--- src/design/descending_bubble_sort_with_tag_unit_defines.svh ---
// ----------------------------------------------------------------------------
// descending bubble sort unit assertion macros
// shared concurrent assertion forms, clocked on clk_i, disabled in reset
// ----------------------------------------------------------------------------
`ifndef DESCENDING_BUBBLE_SORT_WITH_TAG_UNIT_DEFINES_SVH
`define DESCENDING_BUBBLE_SORT_WITH_TAG_UNIT_DEFINES_SVH

// property must hold at every rising clock edge out of reset
`define DBS_ASSERT(name, prop, msg) \
  name: assert property (@(posedge clk_i) disable iff (!rst_ni) (prop)) else $error(msg);

// expression must never be true out of reset
`define DBS_ASSERT_NEVER(name, expr, msg) \
  name: assert property (@(posedge clk_i) disable iff (!rst_ni) !(expr)) else $error(msg);

`endif

--- src/design/dbs_pkg.sv ---
// ----------------------------------------------------------------------------
// dbs_pkg
// types and constants of the descending bubble sort unit
// ----------------------------------------------------------------------------
package dbs_pkg;

  localparam int unsigned PRICE_W = 31;
  localparam int unsigned TAG_W   = 8;

  typedef struct packed {
    logic [PRICE_W-1:0] price;
    logic [TAG_W-1:0]   tag;
  } record_t;

  typedef enum logic [2:0] {
    ST_LOAD,
    ST_FIRST,
    ST_STEP,
    ST_END,
    ST_OUT_FETCH,
    ST_OUT_LOAD,
    ST_OUT_SEND
  } state_e;

endpackage

--- src/design/descending_bubble_sort_with_tag_unit.sv ---
// ----------------------------------------------------------------------------
// descending_bubble_sort_with_tag_unit
// collects tagged price records, sorts them largest price first and streams
// them out with a last flag and an overflow flag
// ----------------------------------------------------------------------------
// Records are taken one per cycle while loading. The transaction flagged
// last ends the set: the n stored records (n at most CAPACITY, extra ones
// are dropped and raise overflow on every result) are bubble-sorted in a
// single-port-read record memory with a registered read, holding the
// bubbling record in a carry register. Pass k covers the first n-k+1
// entries; equal prices keep their load order. Output then fetches the
// first result, and each result passes a load state and a send state;
// the next one is read only once the previous result has been accepted.
// No input is taken from the last of a set until its final result has
// been accepted.
// ----------------------------------------------------------------------------
`include "descending_bubble_sort_with_tag_unit_defines.svh"

module descending_bubble_sort_with_tag_unit #(
  parameter int unsigned CAPACITY = 16
) (
  input  logic                        clk_i,
  input  logic                        rst_ni,
  input  logic                        in_valid_i,
  output logic                        in_ready_o,
  input  logic [dbs_pkg::PRICE_W-1:0] price_i,
  input  logic [dbs_pkg::TAG_W-1:0]   tag_i,
  input  logic                        last_in_i,
  output logic                        out_valid_o,
  input  logic                        out_ready_i,
  output logic [dbs_pkg::PRICE_W-1:0] sorted_price_o,
  output logic [dbs_pkg::TAG_W-1:0]   sorted_tag_o,
  output logic                        last_out_o,
  output logic                        overflow_o
);

  localparam int unsigned AW = $clog2(CAPACITY);
  localparam int unsigned CW = $clog2(CAPACITY + 1);

  dbs_pkg::state_e  state_q, state_d;
  logic [CW-1:0]    fill_q, fill_d;
  logic             drop_q, drop_d;
  logic [AW-1:0]    lim_q, lim_d;
  logic [AW-1:0]    addr_q, addr_d;
  logic [AW-1:0]    out_idx_q, out_idx_d;
  dbs_pkg::record_t carry_q, carry_d;
  logic             out_valid_q, out_valid_d;
  dbs_pkg::record_t out_rec_q, out_rec_d;
  logic             last_out_q, last_out_d;
  logic             ovf_q, ovf_d;

  dbs_pkg::record_t mem_q [CAPACITY];
  dbs_pkg::record_t rdata_q;
  logic             mem_we, mem_re;
  logic [AW-1:0]    mem_wa, mem_ra;
  dbs_pkg::record_t mem_wd;

  logic             in_fire, out_fire, has_room, swap;
  logic [CW-1:0]    n_next, n_next_m1, fill_m1;
  logic [AW-1:0]    last_idx;

  assign in_fire   = in_valid_i && in_ready_o;
  assign out_fire  = out_valid_q && out_ready_i;
  assign has_room  = fill_q < CW'(CAPACITY);
  assign n_next    = has_room ? fill_q + CW'(1) : fill_q;
  assign n_next_m1 = n_next - CW'(1);
  assign fill_m1   = fill_q - CW'(1);
  assign last_idx  = fill_m1[AW-1:0];
  assign swap      = carry_q.price < rdata_q.price;

  // record memory
  always_ff @(posedge clk_i) begin
    if (mem_we) begin
      mem_q[mem_wa] <= mem_wd;
    end
    if (mem_re) begin
      rdata_q <= mem_q[mem_ra];
    end
  end

  // next state
  always_comb begin
    state_d = state_q;
    case (state_q)
      dbs_pkg::ST_LOAD: begin
        if (in_fire && last_in_i) begin
          state_d = (n_next == CW'(1)) ? dbs_pkg::ST_OUT_FETCH : dbs_pkg::ST_FIRST;
        end
      end
      dbs_pkg::ST_FIRST: state_d = dbs_pkg::ST_STEP;
      dbs_pkg::ST_STEP: begin
        if (addr_q == lim_q) begin
          state_d = dbs_pkg::ST_END;
        end
      end
      dbs_pkg::ST_END: begin
        state_d = (lim_q == AW'(1)) ? dbs_pkg::ST_OUT_FETCH : dbs_pkg::ST_FIRST;
      end
      dbs_pkg::ST_OUT_FETCH: state_d = dbs_pkg::ST_OUT_LOAD;
      dbs_pkg::ST_OUT_LOAD:  state_d = dbs_pkg::ST_OUT_SEND;
      dbs_pkg::ST_OUT_SEND: begin
        if (out_fire) begin
          state_d = last_out_q ? dbs_pkg::ST_LOAD : dbs_pkg::ST_OUT_LOAD;
        end
      end
      default: state_d = dbs_pkg::ST_LOAD;
    endcase
  end

  // outputs and datapath
  always_comb begin
    fill_d      = fill_q;
    drop_d      = drop_q;
    lim_d       = lim_q;
    addr_d      = addr_q;
    out_idx_d   = out_idx_q;
    carry_d     = carry_q;
    out_valid_d = out_valid_q;
    out_rec_d   = out_rec_q;
    last_out_d  = last_out_q;
    ovf_d       = ovf_q;
    mem_we      = 1'b0;
    mem_wa      = '0;
    mem_wd      = carry_q;
    mem_re      = 1'b0;
    mem_ra      = '0;
    in_ready_o  = 1'b0;
    case (state_q)
      dbs_pkg::ST_LOAD: begin
        in_ready_o = 1'b1;
        out_idx_d  = '0;
        if (in_fire) begin
          fill_d = n_next;
          lim_d  = n_next_m1[AW-1:0];
          if (has_room) begin
            mem_we       = 1'b1;
            mem_wa       = fill_q[AW-1:0];
            mem_wd.price = price_i;
            mem_wd.tag   = tag_i;
          end else begin
            drop_d = 1'b1;
          end
          // first pass read of entry zero, never the entry written now
          if (last_in_i && n_next != CW'(1)) begin
            mem_re = 1'b1;
            mem_ra = '0;
          end
        end
      end
      dbs_pkg::ST_FIRST: begin
        carry_d = rdata_q;
        mem_re  = 1'b1;
        mem_ra  = AW'(1);
        addr_d  = AW'(1);
      end
      dbs_pkg::ST_STEP: begin
        mem_we  = 1'b1;
        mem_wa  = addr_q - AW'(1);
        mem_wd  = swap ? rdata_q : carry_q;
        carry_d = swap ? carry_q : rdata_q;
        if (addr_q != lim_q) begin
          mem_re = 1'b1;
          mem_ra = addr_q + AW'(1);
          addr_d = addr_q + AW'(1);
        end
      end
      dbs_pkg::ST_END: begin
        mem_we = 1'b1;
        mem_wa = lim_q;
        mem_wd = carry_q;
        if (lim_q != AW'(1)) begin
          lim_d  = lim_q - AW'(1);
          mem_re = 1'b1;
          mem_ra = '0;
        end
      end
      dbs_pkg::ST_OUT_FETCH: begin
        mem_re = 1'b1;
        mem_ra = out_idx_q;
      end
      dbs_pkg::ST_OUT_LOAD: begin
        out_valid_d = 1'b1;
        out_rec_d   = rdata_q;
        last_out_d  = out_idx_q == last_idx;
        ovf_d       = drop_q;
      end
      dbs_pkg::ST_OUT_SEND: begin
        if (out_fire) begin
          out_valid_d = 1'b0;
          if (last_out_q) begin
            fill_d = '0;
            drop_d = 1'b0;
          end else begin
            mem_re    = 1'b1;
            mem_ra    = out_idx_q + AW'(1);
            out_idx_d = out_idx_q + AW'(1);
          end
        end
      end
      default: begin
        in_ready_o = 1'b0;
      end
    endcase
  end

  always_ff @(posedge clk_i or negedge rst_ni) begin
    if (!rst_ni) begin
      state_q     <= dbs_pkg::ST_LOAD;
      fill_q      <= '0;
      drop_q      <= 1'b0;
      lim_q       <= '0;
      addr_q      <= '0;
      out_idx_q   <= '0;
      out_valid_q <= 1'b0;
    end else begin
      state_q     <= state_d;
      fill_q      <= fill_d;
      drop_q      <= drop_d;
      lim_q       <= lim_d;
      addr_q      <= addr_d;
      out_idx_q   <= out_idx_d;
      out_valid_q <= out_valid_d;
    end
  end

  always_ff @(posedge clk_i) begin
    carry_q    <= carry_d;
    out_rec_q  <= out_rec_d;
    last_out_q <= last_out_d;
    ovf_q      <= ovf_d;
  end

  assign out_valid_o    = out_valid_q;
  assign sorted_price_o = out_rec_q.price;
  assign sorted_tag_o   = out_rec_q.tag;
  assign last_out_o     = last_out_q;
  assign overflow_o     = ovf_q;

  `DBS_ASSERT_NEVER(a_no_rw_collide, mem_we && mem_re && (mem_wa == mem_ra),
                    "read and write of the same entry in one cycle")
  `DBS_ASSERT(a_valid_in_send, out_valid_q |-> (state_q == dbs_pkg::ST_OUT_SEND),
              "result valid outside the send state")
  `DBS_ASSERT(a_step_bounds,
              (state_q == dbs_pkg::ST_STEP) |-> (addr_q != '0 && addr_q <= lim_q),
              "sort step address out of the pass range")
  `DBS_ASSERT(a_set_cleared, (out_fire && last_out_q) |=> (fill_q == '0 && !drop_q),
              "set state not cleared after the final transaction")

endmodule

--- config.mk ---
export PLATFORM = sky130hd
export DESIGN_NAME = descending_bubble_sort_with_tag_unit
export DESIGN_NICKNAME = d
export VERILOG_FILES = /design/src/design/dbs_pkg.sv /design/src/design/descending_bubble_sort_with_tag_unit.sv
export VERILOG_INCLUDE_DIRS = /design/src /design/src/design
export SDC_FILE = /design/constraint.sdc
export NUM_CORES = 1
export LEC_CHECK = 0
export BUFFER_PORTS_ARGS = -buffer_cell sky130_fd_sc_hd__clkbuf_2
export CORE_MARGIN = 1.5
export CORE_UTILIZATION = 62
export DETAILED_ROUTE_END_ITERATION = 7
export PLACE_DENSITY = 0.9
export REMOVE_ABC_BUFFERS = 1
export SETUP_SLACK_MARGIN = 0.5
export SLEW_MARGIN = 20
export SYNTH_ARGS = -nofsm -noshare
export SYNTH_HDL_FRONTEND = slang
export SYNTH_SLANG_ARGS = --single-unit
--- constraint.sdc ---
create_clock -name clk_i -period 5.6 [get_ports clk_i]
set_input_delay 1.12 -clock clk_i [delete_from_list [all_inputs] [get_ports clk_i]]
set_output_delay 1.12 -clock clk_i [all_outputs]
set_load 0.05 [all_outputs]
[Word-level counts from Yosys, hierarchy flattened]
Memory sizes are Yosys's and may differ from the RTL's. A register that Yosys moved wholly into a read port is not among the register bits.
Cells that the tools add are included.
W data, S select, Z words.
Word-level totals
  RAM bits: 624
  memories: 1
  flip-flop bits (word level): 102
  output and inout bits: 43
  input bits: 44
Memories
  mem_q: depth 16, width 39, rd ports 1, clocked after memory_dff 1, write ports 1, line descending_bubble_sort_with_tag_unit.sv:52  | dbs_pkg::record_t mem_q [CAPACITY];
Operators by class
  multiplexer cells: 53
  eq/ne operators: 23
  $add $sub $neg: 7
  $lt $le $gt $ge: 2
  reduce and logical (&&, ||, !) cells: 19
Operator list (count)
  $mux W39: 4
  $pmux W39 S2: 2
  $mux W4: 10
  $lt A31 B31 Y1: 1
  $pmux W4 S2: 3
  $pmux W3 S7: 1
  $mux W5: 4
  $ne A2 B2 Y1 const B: 10
  $mux W3: 6
  $mux W1: 16
  $pmux W4 S4: 1
  $sub A4 B1 Y4 const B: 4
  $pmux W4 S3: 1
  $pmux W5 S2: 1
  $eq A3 B3 Y1 const B: 3
  $reduce_and A3 Y1: 3
  $add A4 B1 Y4 const B: 2
  $eq A4 B4 Y1: 2
  $reduce_bool A2 Y1: 4
  $eq A3 B2 Y1 const B: 2
  $pmux W1 S2: 3
  $reduce_and A2 Y1: 3
  $add A5 B1 Y5 const B: 1
  $eq A5 B1 Y1 const B: 1
  other kinds (12): 16

[Logic depth before layout (Yosys ltp)]
  depth in word-level cells: 7
  gate-level depth with buffers: 11
  depth with buffers taken out: 9

[Least setup slack after synthesis]
Ideal clock, no wire load.
  path type: reg2reg
  from: reg state_q[2]
  to: mem mem_q[9][0] (netlist name), enable pin
  data required time: 5.165 ns
  cell stages (with the launch flop): 11
  path buffers: 3
  clock period less this slack: 4.648 ns
  setup slack: 0.952 ns
  arrival: 4.212 ns
  path through: dfrtp_1 > buf_2 > or2_2 > clkbuf_1 > nor2_1 > nand2_1 > nor2_1 > buf_2 > a221o_1 > nand2_1 > nor2_1
Between the ends
  longest elaborated chain between the ends: 7
  elaborated cells between the ends (all ways): 12
  those cells by class: 2 x eq/ne; 7 x mux; 3 x reduce/logical
RTL lines
  from (decl): line descending_bubble_sort_with_tag_unit.sv:40  | dbs_pkg::state_e state_q, state_d;
  from (signal assigned): line descending_bubble_sort_with_tag_unit.sv:208  | state_q <= dbs_pkg::ST_LOAD;
  from (signal assigned): line descending_bubble_sort_with_tag_unit.sv:216  | state_q <= state_d;
  $logic_not A3 Y1 (*): line descending_bubble_sort_with_tag_unit.sv:128  | case (state_q)
  $mux W1 (*): line descending_bubble_sort_with_tag_unit.sv:128
  named net in_ready_o: line descending_bubble_sort_with_tag_unit.sv:25  | output logic in_ready_o,
  $logic_and A1 B1 Y1 (*): line descending_bubble_sort_with_tag_unit.sv:62  | assign in_fire = in_valid_i && in_ready_o;
  $mux W1: line descending_bubble_sort_with_tag_unit.sv:132  | if (in_fire) begin
  $pmux W1 S2: line descending_bubble_sort_with_tag_unit.sv:128
  $mux W1: line descending_bubble_sort_with_tag_unit.sv:73  | if (mem_we) begin
  $mux W1 (not written as such): line descending_bubble_sort_with_tag_unit.sv:74  | mem_q[mem_wa] <= mem_wd;
  to (decl): line descending_bubble_sort_with_tag_unit.sv:52
The timed path passes the listed nets; every way through them passes the cells marked *.

==> flow_summary.toml <==
[status]
outcome = "completed"

[sta]
finalCritPeriodShare_pct = 79.26
relSlewSlack_pct = 23.82
post-route-min-period_ns = 4.439
holdWs_ns = 0.4579
setup_viol_count_final = 0
fmax_ghz = 0.2253
finClkSkew_ns = 0.02589
rsz0062_at_grt = "no"
worstMarginPinSlew_ns = 1.143
setup_tns_ns = 0
maxSlewViolCount = 0
final_hold_viol_count = 0

[drt]
avgViaCountPerCell = 6.932
num_vias = 20570
drt-initial-drc-count = 3398
drt_pass1_iterations = 7
postRouteAntennaNets = 0
wl_per_cell_um = 28.67
wirelength_mm = 85.07
drc = 0

[clocking]
cts_buffer_depth = 3
clkTransAtPathRegs_ns = 0.07
cts_root_buf = "clkbuf_16"
cts_hold_buf = 0
cts_tree = "built"
postCtsSetupRepairBufs = 0
cts_inserted_buffers = 73
clk_latency_ns = 0.63
cts_max_level = 3
cts.sinks = 765
ctsResizeCount = 0

[min_path]
hp-class = "reg2reg"

[placed_design]
hpwl_mm = 47.59
dp.cells = 2832
gp_congestion = 0.8866
portBuffers = 86

[yosys]
synth_top_family_by_area = "simple AND/OR/NAND/NOR gates"
synthAdderAreaFrac_pct = 1.582
synth_area_um2 = 31650
muxShareOfSynthArea_pct = 5.180
ys_ff_latch = 765
yosys_warnings = 0
ys_types = 64
synth_edf_count = 743
synth_compound_area_share_pct = 8.584
synth_flop_cell = "edfxtp_1"
yosys.area_share.simple_pct = 9.367
synth_xor_area_share_pct = 0.4942
yosysSeqAreaShare_pct = 72.24
synthCells = 2156
synth.avg_cell_area_um2 = 14.68
async_flop_share_pct = 2.876

[power]
p_leak_nw = 10.71
ir_worst_vdd_mv = 0.3090
p_total_w = 0.01098
p_per_area_nw_per_um2 = 312.2

[global_routing]
grt_pass1_vias = 20710
grt_first_pass_wirelength_mm = 126.4
antenna_found_initial = 1
grt_max_degree = 98
grtUsageTotal_pct = 32.49
grt_overflow_total = 0

[setup_path]
path_class = "reg2reg"
crit_fanout = 29
arrival_ns = 4.70
endpoint_kind = "flip-flop"
start_kind = "flip-flop"
cp.required_ns = 5.87

[layout]
n_fill_cell = 2951
drive_gt1_share_pct = 13.99
nets = 2319
antenna_cells = 0
area_delta_synth_final_pct = 11.11
layout_common_cells = "edfxtp_1 (743), nand2_1 (467), mux2i_1 (157), clkbuf_2 (86), nand3_1 (85)"
final_common_cell = "edfxtp_1"
finalCoreUtilization_pct = 69.94
final_cells = 2967

[job]
maxCapViolCount = 0

[die]
die_h_um = 228.9
die_w_um = 228.9
start_util_pct = 62.95
dieArea_um2 = 52400
coreArea_um2 = 50270
rows = 82
io_pins = 87
-- flip-flops by register name (all words and copies together), names as in the netlist --
signal and count:
addr_q 4, carry_q 39, drop_q 1, fill_q 5, last_out_o 1, lim_q 4, mem_q 624, out_idx_q 4
out_valid_o 1, overflow_o 1, rdata_q 39, sorted_price_o 31, sorted_tag_o 8, state_q 3
-- cell families after synthesis --
| family | count (synthesis) |
|---|---|
| adder cells (fa/ha/maj) | 40 |
| flip-flops | 765 |
| AO/OA/AOI/OAI | 320 |
| XOR/XNOR | 17 |
| buffers and inverters | 167 |
| AND/OR/NAND/NOR | 687 |
| multiplexers | 160 |
-- routing by layer --
metal,vias to the layer above,part of all wire [%],GRT usage [%]
met2,1849,48,51.83
met4,2,5.8,18.54
met3,377,14,8.021
met1,9931,33,40.91
met5,-,0.011,0
li1,8408,-,-
-- synthesized netlist by cell type, types with 5 or more instances --
cell type  instances  area (um^2)
a221o_1           41        410.4
nand3_1           86        430.4
o21ai_1           31        155.2
a32oi_1           39        341.6
nor3_1             5        25.02
a32o_1            38        380.4
buf_2             51        255.2
clkbuf_1          45        168.9
o21ai_0           32        160.2
nand4_1            6        37.54
ha_1              40        500.5
a22o_1             5        43.79
nor2_1            45        168.9
buf_4             18        135.1
buf_6              6        67.56
mux2i_1          157         1572
dfrtp_1           22        550.5
and3_1            42        262.8
nand2b_1           6        37.54
inv_1             40        150.1
a211oi_1           5        37.54
edfxtp_1         743        22310
buf_1              6        22.52
a31oi_1           41        256.5
xnor2_1            9        78.83
a21oi_1           21        105.1
a2111oi_2         35        525.5
nand2_1          467         1753
xor2_1             7        61.31
and2_1             6        37.54
-- worst max-delay path: stages (launching register included) --
cell and delay [ns]:
dfrtp_1 0.68, or2_2 0.44, nor2_1 0.32, nand2_1 0.24, nor2_4 0.64, buf_4 0.76, mux2i_1 0.32, o21ai_1 0.13
a221o_1 0.52
-- metrics by stage --
stage | instance area (um^2) | worst slack [ns]
finish | 35160 | 1.161
global route | 35160 | 1.093
CTS | 35160 | 1.313
detailed placement | 32890 | 1.354
global placement | 32890 | 1.520
floorplan | 30990 | -7.819
-- final timing paths --
check,slack (ns),to,from,cells after the start
worst min-delay path,0.46,overflow_o,drop_q,0
worst max register to register,1.16,mem_q[9][34],state_q[0],8
worst min register to register,0.46,overflow_o,drop_q,0
worst max-delay path,1.16,mem_q[9][34],state_q[0],8
max in group asynchronous,4.68,state_q[1],rst_ni,1
min in group asynchronous,0.50,state_q[0],rst_ni,1
-- power by group --
group | leakage (nW) | internal [W] | switching (W) | total [W]
combinational | 3.25 | 0.0000113 | 0.0000129 | 0.0000242
clock | 1.12 | 0.00263 | 0.00214 | 0.00478
sequential | 6.34 | 0.00618 | 0 | 0.00618
-- layout make-up --
class	count	area [um^2]	share of cell area [%]
clock buffer	92	1908	5.426
clock inverter	43	366.6	1.043
timing repair buffer	131	843.3	2.398
multi-input combinational	1224	8190	23.29
inverter	40	150.1	0.4270
tap	672	840.8	2.391
sequential	765	22860	65.02
Note: power is estimated with default switching activity, not from simulation.
